[src/hdl/rmv_pkg.sv]
`timescale 1ns / 1ps
`default_nettype none

package rmv_pkg;

    localparam int COUNT_BITS = 32;
    localparam int SAMPLE_W   = 32;
    localparam int SUM_W      = 64;
    localparam int DIVISOR_W  = 32;
    localparam int ROOT_W     = SUM_W / 2;
    localparam int DIV_CNT_W  = $clog2(SUM_W + 1);
    localparam int SQRT_CNT_W = $clog2(ROOT_W + 1);
    localparam int OUT_DATA_W = 32 + SAMPLE_W + SUM_W + ROOT_W;

    typedef struct packed {
        logic                 start;
        logic [DIV_CNT_W-1:0] iters;
    } t_div_req;

endpackage

`default_nettype wire

[src/hdl/rmv_divider.sv]
`timescale 1ns / 1ps
`default_nettype none

// Restoring divider, one quotient bit per cycle. The dividend's top 'iters'
// bits are divided; the quotient ends up in the low bits of o_quotient.
module rmv_divider (
    input  wire logic                                 i_clk,
    input  wire logic                                 i_rst_n,
    input  wire rmv_pkg::t_div_req                    i_req,
    input  wire logic [rmv_pkg::SUM_W-1:0]            i_dividend,
    input  wire logic [rmv_pkg::DIVISOR_W-1:0]        i_divisor,
    output logic                                      o_done,
    output logic [rmv_pkg::SUM_W-1:0]                 o_quotient
);

    logic                                r_busy;
    logic                                r_done;
    logic [rmv_pkg::DIV_CNT_W-1:0]       r_cnt;
    logic [rmv_pkg::SUM_W-1:0]           r_a;
    logic [rmv_pkg::DIVISOR_W-1:0]       r_rem;
    logic [rmv_pkg::DIVISOR_W-1:0]       r_d;
    logic [rmv_pkg::DIVISOR_W:0]         n_trial;
    logic                                n_qbit;

    always_comb begin
        n_trial = {r_rem, r_a[rmv_pkg::SUM_W-1]};
        n_qbit  = (n_trial >= {1'b0, r_d});
    end

    always_ff @(posedge i_clk) begin
        if (!i_rst_n) begin
            r_busy <= 1'b0;
            r_done <= 1'b0;
            r_cnt  <= '0;
        end else begin
            r_done <= 1'b0;
            if (i_req.start) begin
                r_busy <= 1'b1;
                r_cnt  <= i_req.iters;
                r_a    <= i_dividend;
                r_rem  <= '0;
                r_d    <= i_divisor;
            end else if (r_busy) begin
                r_a <= {r_a[rmv_pkg::SUM_W-2:0], n_qbit};
                if (n_qbit) begin
                    r_rem <= rmv_pkg::DIVISOR_W'(n_trial - {1'b0, r_d});
                end else begin
                    r_rem <= n_trial[rmv_pkg::DIVISOR_W-1:0];
                end
                r_cnt <= r_cnt - 1'b1;
                if (r_cnt == rmv_pkg::DIV_CNT_W'(1)) begin
                    r_busy <= 1'b0;
                    r_done <= 1'b1;
                end
            end
        end
    end

    assign o_done     = r_done;
    assign o_quotient = r_a;

endmodule

`default_nettype wire

[src/hdl/rmv_isqrt.sv]
`timescale 1ns / 1ps
`default_nettype none

// Digit-by-digit integer square root, one root bit per cycle.
module rmv_isqrt (
    input  wire logic                          i_clk,
    input  wire logic                          i_rst_n,
    input  wire logic                          i_start,
    input  wire logic [rmv_pkg::SUM_W-1:0]     i_radicand,
    output logic                               o_done,
    output logic [rmv_pkg::ROOT_W-1:0]         o_root
);

    localparam int REM_W = rmv_pkg::ROOT_W + 2;

    logic                               r_busy;
    logic                               r_done;
    logic [rmv_pkg::SQRT_CNT_W-1:0]     r_cnt;
    logic [rmv_pkg::SUM_W-1:0]          r_v;
    logic [REM_W-1:0]                   r_rem;
    logic [rmv_pkg::ROOT_W-1:0]         r_root;
    logic [REM_W+1:0]                   n_shift;
    logic [REM_W+1:0]                   n_trial;
    logic                               n_bit;

    always_comb begin
        n_shift = {r_rem, r_v[rmv_pkg::SUM_W-1 -: 2]};
        n_trial = {2'b00, r_root, 2'b01};
        n_bit   = (n_shift >= n_trial);
    end

    always_ff @(posedge i_clk) begin
        if (!i_rst_n) begin
            r_busy <= 1'b0;
            r_done <= 1'b0;
            r_cnt  <= '0;
        end else begin
            r_done <= 1'b0;
            if (i_start) begin
                r_busy <= 1'b1;
                r_cnt  <= rmv_pkg::SQRT_CNT_W'(rmv_pkg::ROOT_W);
                r_v    <= i_radicand;
                r_rem  <= '0;
                r_root <= '0;
            end else if (r_busy) begin
                r_v    <= {r_v[rmv_pkg::SUM_W-3:0], 2'b00};
                r_root <= {r_root[rmv_pkg::ROOT_W-2:0], n_bit};
                if (n_bit) begin
                    r_rem <= REM_W'(n_shift - n_trial);
                end else begin
                    r_rem <= n_shift[REM_W-1:0];
                end
                r_cnt <= r_cnt - 1'b1;
                if (r_cnt == rmv_pkg::SQRT_CNT_W'(1)) begin
                    r_busy <= 1'b0;
                    r_done <= 1'b1;
                end
            end
        end
    end

    assign o_done = r_done;
    assign o_root = r_root;

endmodule

`default_nettype wire

[src/hdl/running_mean_variance_unit.sv]
`timescale 1ns / 1ps
`default_nettype none

// Each sample takes the mean division (32 steps), the sum update, the variance division
// (64 steps) and the 32-step square root; both divisions share one serial divider. The
// variance division is skipped while fewer than two samples are held, and the mean and
// sum updates once the count is at its ceiling. A result waits while i_m_axis_tready stalls.
// Ready is high only while the sequencer is idle; the result register is separate.
// Reset: synchronous, active low; clears count, mean, sum, flag and handshakes.
module running_mean_variance_unit (
    input  wire logic                                i_clk,
    input  wire logic                                i_rst_n,
    input  wire logic                                i_s_axis_tvalid,
    output logic                                     o_s_axis_tready,
    input  wire logic [rmv_pkg::SAMPLE_W-1:0]        i_s_axis_tdata,  // sample
    output logic                                     o_m_axis_tvalid,
    input  wire logic                                i_m_axis_tready,
    // sample_total, mean_out, variance_out, deviation_out
    output logic [rmv_pkg::OUT_DATA_W-1:0]           o_m_axis_tdata,
    output logic                                     o_m_axis_tuser   // saturated
);

    localparam int SW = rmv_pkg::SAMPLE_W;

    typedef enum logic [3:0] {
        S_IDLE, S_MDIV_GO, S_MDIV_WAIT, S_REST, S_MUL, S_ACC,
        S_VAR, S_VDIV_WAIT, S_SQRT_GO, S_SQRT_WAIT, S_DONE
    } t_state;

    t_state                               r_state;
    logic [rmv_pkg::COUNT_BITS-1:0]       r_count;
    logic [SW-1:0]                        r_mean;
    logic [rmv_pkg::SUM_W-1:0]            r_sum;
    logic                                 r_sat;
    logic [SW-1:0]                        r_x;
    logic [SW-1:0]                        r_delta_mag;
    logic                                 r_delta_neg;
    logic [SW-1:0]                        r_rest_mag;
    logic                                 r_rest_neg;
    logic [rmv_pkg::SUM_W-1:0]            r_prod;
    logic [rmv_pkg::SUM_W-1:0]            r_var;
    logic [rmv_pkg::ROOT_W-1:0]           r_root;
    logic                                 r_out_valid;
    logic [rmv_pkg::OUT_DATA_W-1:0]       r_out_data;
    logic                                 r_out_sat;

    rmv_pkg::t_div_req                    n_div_req;
    logic [rmv_pkg::SUM_W-1:0]            n_div_dividend;
    logic [rmv_pkg::DIVISOR_W-1:0]        n_div_divisor;
    logic                                 w_div_done;
    logic [rmv_pkg::SUM_W-1:0]            w_quot;
    logic                                 n_sqrt_start;
    logic                                 w_sqrt_done;
    logic [rmv_pkg::ROOT_W-1:0]           w_root;

    logic [SW:0]                          n_delta;
    logic [SW:0]                          n_rest;
    logic [SW:0]                          n_qs;
    logic [SW:0]                          n_newmean;
    logic [rmv_pkg::SUM_W:0]              n_sum_add;
    logic                                 n_prod_neg;
    logic                                 n_at_top;
    logic                                 n_two_plus;
    logic                                 n_out_load;

    always_comb begin
        n_delta    = {i_s_axis_tdata[SW-1], i_s_axis_tdata} - {r_mean[SW-1], r_mean};
        n_qs       = r_delta_neg ? ((SW+1)'(0) - {1'b0, w_quot[SW-1:0]})
                                 : {1'b0, w_quot[SW-1:0]};
        n_newmean  = {r_mean[SW-1], r_mean} + n_qs;
        n_rest     = {r_x[SW-1], r_x} - {r_mean[SW-1], r_mean};
        n_sum_add  = {1'b0, r_sum} + {1'b0, r_prod};
        n_prod_neg = (r_delta_neg != r_rest_neg) && (r_prod != '0);
        n_at_top   = (r_count == '1);
        n_two_plus = (r_count > rmv_pkg::COUNT_BITS'(1));
        n_out_load = (r_state == S_DONE) && (!r_out_valid || i_m_axis_tready);

        n_div_req.start = 1'b0;
        n_div_req.iters = rmv_pkg::DIV_CNT_W'(SW);
        n_div_dividend  = {r_delta_mag, (rmv_pkg::SUM_W-SW)'(0)};
        n_div_divisor   = rmv_pkg::DIVISOR_W'(r_count);
        if (r_state == S_MDIV_GO) begin
            n_div_req.start = 1'b1;
        end else if (r_state == S_VAR && n_two_plus) begin
            n_div_req.start = 1'b1;
            n_div_req.iters = rmv_pkg::DIV_CNT_W'(rmv_pkg::SUM_W);
            n_div_dividend  = r_sum;
            n_div_divisor   = rmv_pkg::DIVISOR_W'(r_count - 1'b1);
        end
        n_sqrt_start = (r_state == S_SQRT_GO);
    end

    rmv_divider u_div (
        .i_clk      (i_clk),
        .i_rst_n    (i_rst_n),
        .i_req      (n_div_req),
        .i_dividend (n_div_dividend),
        .i_divisor  (n_div_divisor),
        .o_done     (w_div_done),
        .o_quotient (w_quot)
    );

    rmv_isqrt u_sqrt (
        .i_clk      (i_clk),
        .i_rst_n    (i_rst_n),
        .i_start    (n_sqrt_start),
        .i_radicand (r_var),
        .o_done     (w_sqrt_done),
        .o_root     (w_root)
    );

    always_ff @(posedge i_clk) begin
        if (!i_rst_n) begin
            r_state     <= S_IDLE;
            r_count     <= '0;
            r_mean      <= '0;
            r_sum       <= '0;
            r_sat       <= 1'b0;
            r_out_valid <= 1'b0;
        end else begin
            if (n_out_load) begin
                r_out_valid <= 1'b1;
                r_out_data  <= {r_root, r_var, r_mean, 32'(r_count)};
                r_out_sat   <= r_sat;
            end else if (i_m_axis_tready) begin
                r_out_valid <= 1'b0;
            end

            unique case (r_state)
                S_IDLE: begin
                    if (i_s_axis_tvalid) begin
                        r_x         <= i_s_axis_tdata;
                        r_delta_neg <= n_delta[SW];
                        r_delta_mag <= n_delta[SW] ? SW'((SW+1)'(0) - n_delta)
                                                   : n_delta[SW-1:0];
                        if (n_at_top) begin
                            r_sat   <= 1'b1;
                            r_state <= S_VAR;
                        end else begin
                            r_count <= r_count + 1'b1;
                            r_state <= S_MDIV_GO;
                        end
                    end
                end
                S_MDIV_GO: begin
                    r_state <= S_MDIV_WAIT;
                end
                S_MDIV_WAIT: begin
                    if (w_div_done) begin
                        r_mean  <= n_newmean[SW-1:0];
                        r_state <= S_REST;
                    end
                end
                S_REST: begin
                    r_rest_neg <= n_rest[SW];
                    r_rest_mag <= n_rest[SW] ? SW'((SW+1)'(0) - n_rest) : n_rest[SW-1:0];
                    r_state    <= S_MUL;
                end
                S_MUL: begin
                    r_prod  <= rmv_pkg::SUM_W'(r_delta_mag) * rmv_pkg::SUM_W'(r_rest_mag);
                    r_state <= S_ACC;
                end
                S_ACC: begin
                    if (n_prod_neg) begin
                        r_sum <= (r_prod > r_sum) ? '0 : r_sum - r_prod;
                    end else if (n_sum_add[rmv_pkg::SUM_W]) begin
                        r_sum <= '1;
                        r_sat <= 1'b1;
                    end else begin
                        r_sum <= n_sum_add[rmv_pkg::SUM_W-1:0];
                    end
                    r_state <= S_VAR;
                end
                S_VAR: begin
                    if (n_two_plus) begin
                        r_state <= S_VDIV_WAIT;
                    end else begin
                        r_var   <= '0;
                        r_state <= S_SQRT_GO;
                    end
                end
                S_VDIV_WAIT: begin
                    if (w_div_done) begin
                        r_var   <= w_quot;
                        r_state <= S_SQRT_GO;
                    end
                end
                S_SQRT_GO: begin
                    r_state <= S_SQRT_WAIT;
                end
                S_SQRT_WAIT: begin
                    if (w_sqrt_done) begin
                        r_root  <= w_root;
                        r_state <= S_DONE;
                    end
                end
                S_DONE: begin
                    if (n_out_load) begin
                        r_state <= S_IDLE;
                    end
                end
                default: begin
                    r_state <= S_IDLE;
                end
            endcase
        end
    end

    assign o_s_axis_tready = (r_state == S_IDLE);
    assign o_m_axis_tvalid = r_out_valid;
    assign o_m_axis_tdata  = r_out_data;
    assign o_m_axis_tuser  = r_out_sat;

endmodule

`default_nettype wire

[config.mk]
export PLATFORM = sky130hd
export DESIGN_NAME = running_mean_variance_unit
export DESIGN_NICKNAME = d
export VERILOG_FILES = /design/src/hdl/rmv_pkg.sv /design/src/hdl/rmv_divider.sv /design/src/hdl/rmv_isqrt.sv /design/src/hdl/running_mean_variance_unit.sv
export SDC_FILE = /design/constraint.sdc
export NUM_CORES = 2
export LEC_CHECK = 0
export BUFFER_PORTS_ARGS = -buffer_cell sky130_fd_sc_hd__buf_4
export CORE_UTILIZATION = 61
export DETAILED_ROUTE_END_ITERATION = 7
export GPL_TIMING_DRIVEN = 0
export PLACE_DENSITY_LB_ADDON = 0.25
export SKIP_CTS_REPAIR_TIMING = 1
export SLEW_MARGIN = 25
export SYNTH_ARGS = -nofsm -noshare
export SYNTH_HDL_FRONTEND = slang
export SYNTH_SLANG_ARGS = --single-unit
[constraint.sdc]
create_clock -name i_clk -period 14.85 [get_ports i_clk]
set_input_delay 0 -clock i_clk [delete_from_list [all_inputs] [get_ports i_clk]]
set_output_delay 0 -clock i_clk [all_outputs]
set_load 0.01 [all_outputs]
==> reports/metrics.yaml <==
status: "complete, but fails checks"
failing_checks: "DRC"
global_route.usage.total: 0.4384
die-area_mm2: 0.1364
drc_errors: 57
antenna_left: 0
place.port_buffers: 197
clock_sink_count: 828
pin_count_of_the_biggest_net_entering_global_routing: 55
floorplan.die.height_um: 369.3
most_common_cell_on_crit_path: "fa_1"
insertion_delay_to_the_later_sink_of_the_worst_skew_pair_ps: 750
max_cap_violations: 0
fin_crit_sh: 0.7099
least_margin_pin_slew_ps: 1224
worst-r2r-setup-slack_ps: 4310
cp_data_arrival_time_ps: 10970
synth_async_sr_flop_share: 0
synthesis.area_mm2: 0.08229
drtIter0Drc: 7927
htree_levels: 3
grt_overflow: 0
timing.critical_path.fanout_max: 10
worst_stage_delay_on_the_critical_path_ps: 1160
setup.worst_path.class: "flop to flop"
slew_violations: 0
ys_ff_latch: 828
vias_per_cell: 6.347
worst_clock_skew_ps: 77.30
ys_warn_count: 0
timing.hold.worst_endpoint: "r_x[16]"
synth.avg_cell_area_um2: 9.473
synth_xor_area_frac: 0.03874
root_buffer: "clkbuf_16"
placementRows: 134
finish.net_count: 10550
timing.fmax_mhz: 94.85
grt_first_pass_wirelength_um: 437000
synth_edf_count: 677
synth_top_family_by_area: "adder cells"
firstDrtPassIters: 8
rsz0062_at_grt: "no"
first_global_vias: 67650
synthToLayoutAreaGrowth_pct: 9.448
critPathRequiredTime_ps: 15280
final_critical_path_setup_slack_ps: 4307
maximum_root_to_sink_buffer_count: 3
synth_simple_gate_area_frac: 0.1692
cts_made_buffers: 90
fp.coreArea_mm2: 0.1336
synth_seq_area_share: 0.2838
critical_path.endpoint_type: "flop"
synth.mux.area_fraction: 0.007070
die_width_um: 369.3
total_via_count_in_the_routed_design: 69300
synth_fa_ha_area_frac: 0.3049
layout_min_cycle_time_ps: 10540
clk_pin_slew_worst_paths_ps: 70
final-setup-viol-count: 0
detailedPlacementHpwl_um: 237600
crit-reg2reg-capture: "r_prod[63]"
finalSetupTns_ps: 0
ff2ff_path_depth: 26
cts_tree: "done"
postRouteWirelength_um: 300800
grt_antenna_before_repair: 34
synthFlopType: "edfxtp_1"
min-delay-start: "i_s_axis_tdata[16]"
synth.lib_cells_used.distinct: 97
relSlewSlack: 0.1837
top_level_ports: 199
critical_path.reg2reg.startpoint: "r_delta_mag[16]"
timing_hold_violations_final: 0
timing.hold.worst_path_depth: 2
critPathLaunchType: "flop"
yosysMostFrequentCell: "inv_1"
synth_area_leader: "edfxtp_1"
avgRoutedWirePerCell_um: 27.55
synth_nets: 10190
fraction_of_layout_cells_with_a_size_suffix_above_1: 0.05248
synth_compound_gate_area_share: 0.1225
initial_utilization: 0.6158
hp-class: "primary input to flop"
cp_slowest_cell: "edfxtp_1"
syn_inst: 8687
post-synth-top-area-fraction: 0.2471
synthTopCellsByArea: "edfxtp_1 25%, fa_1 22%, ha_1 8.5%, and2_1 5.7%, inv_1 5.3%"
placement.setup.worst_slack_ps: 4625
place_congestion: 1.075
synthTopCellsByCount: "1165 x inv_1, 1018 x nand2_1, 902 x fa_1, 745 x and2_1, 677 x edfxtp_1"
-- placed cells by master, fill, tap and decap left out, types with 112 or more instances in the layout --
cell type  instances
nor3_1           112
a21o_1           143
a21oi_1          405
ha_1             562
edfxtp_1         677
fa_1             902
dfxtp_1          151
nand2_1         1018
clkbuf_1         410
nor2_1           397
o21ai_0          362
inv_1           1165
xnor2_1          246
xor2_1           118
buf_4            214
and2_1           744
-- registers in the layout (all words and copies together) (netlist names), 4 cells and up --
name and cells:
r_prod 64, r_var 64, u_sqrt.r_cnt 6, r_root 32, r_delta_mag 32, r_sum 64
u_sqrt.o_root 32, u_sqrt.r_v 64, u_div.r_rem 32, r_rest_mag 32, r_mean 32, u_div.r_cnt 7
r_state 4, r_x 32, o_m_axis_tdata 160, u_sqrt.r_rem 34, u_div.r_d 32, r_count 32
u_div.o_quotient 64
-- cell type report --
| class | instances | area (µm²) |
|---|---|---|
| multi-input combinational | 6248 | 52950 |
| fill | 10620 | 43560 |
| sequential | 828 | 23350 |
| inverter | 1166 | 4377 |
| clock buffer | 112 | 2439 |
| timing repair buffer | 271 | 2333 |
| tap | 1768 | 2212 |
| buffer | 445 | 1720 |
| clock inverter | 57 | 624.3 |
| antenna | 23 | 57.56 |
-- worst max-delay path, delay by kind of cell (launching register included) --
family / cells / cell delay [ps]
AND/OR/NAND/NOR: 2 / 450
flip-flops: 1 / 1160
buffers and inverters: 5 / 1020
AO/OA/AOI/OAI: 9 / 3190
XOR/XNOR: 1 / 100
adder cells (fa/ha/maj): 9 / 4300
-- per-stage QoR --
| step | area, µm² | hold WS (ps) | instances | util |
|---|---|---|---|---|
| final | 90060 | 8.172 | 10920 | 0.6740 |
| after global routing | 90010 | -8.676 | 10900 | 0.6736 |
| after CTS | 89520 | -605.8 | 10850 | 0.6699 |
| after detailed placement | 86460 | 191.9 | 10680 | 0.6470 |
| after global placement | 85980 | 193.3 | 10650 | 0.6434 |
| after floorplan | 82290 | 98.87 | 8687 | - |
-- metal layers --
layer,vias up,GRT usage,part of all wire
met2,4517,0.6588,0.43
li1,29740,-,-
met1,33970,0.5525,0.36
met4,26,0.2803,0.076
met5,-,0,0.00057
met3,1049,0.1306,0.13
-- how the worst max path moves through the flow --
stage | startpoint | to | slack, ps | cells after the start
6_report | r_delta_mag[16] | r_prod[63] | 4310 | 26
5_1_grt | r_delta_mag[15] | r_prod[63] | 4190 | 26
4_1_cts | r_delta_mag[12] | r_prod[63] | 4560 | 26
3_5_place_dp | r_delta_mag[12] | r_prod[63] | 4620 | 26
3_3_place_gp | i_rst_n | o_m_axis_tdata[120] | -2300 | 3
2_1_floorplan | r_state[1] | o_m_axis_tdata[0] | 2290 | 3
-- logic make-up (layout without fill, tap and decap cells) --
kind of cell | Yosys count | in the layout
compound gates | 1556 | 1556
xor+xnor | 364 | 364
fa+ha+maj | 1464 | 1464
buf+inv | 1611 | 2051
flops | 828 | 828
mux | 58 | 58
other cells | 0 | 23
simple gates | 2806 | 2806
Power is not shown: default switching activity piles up to over one toggle a cycle in this logic, so the estimate is an artifact.
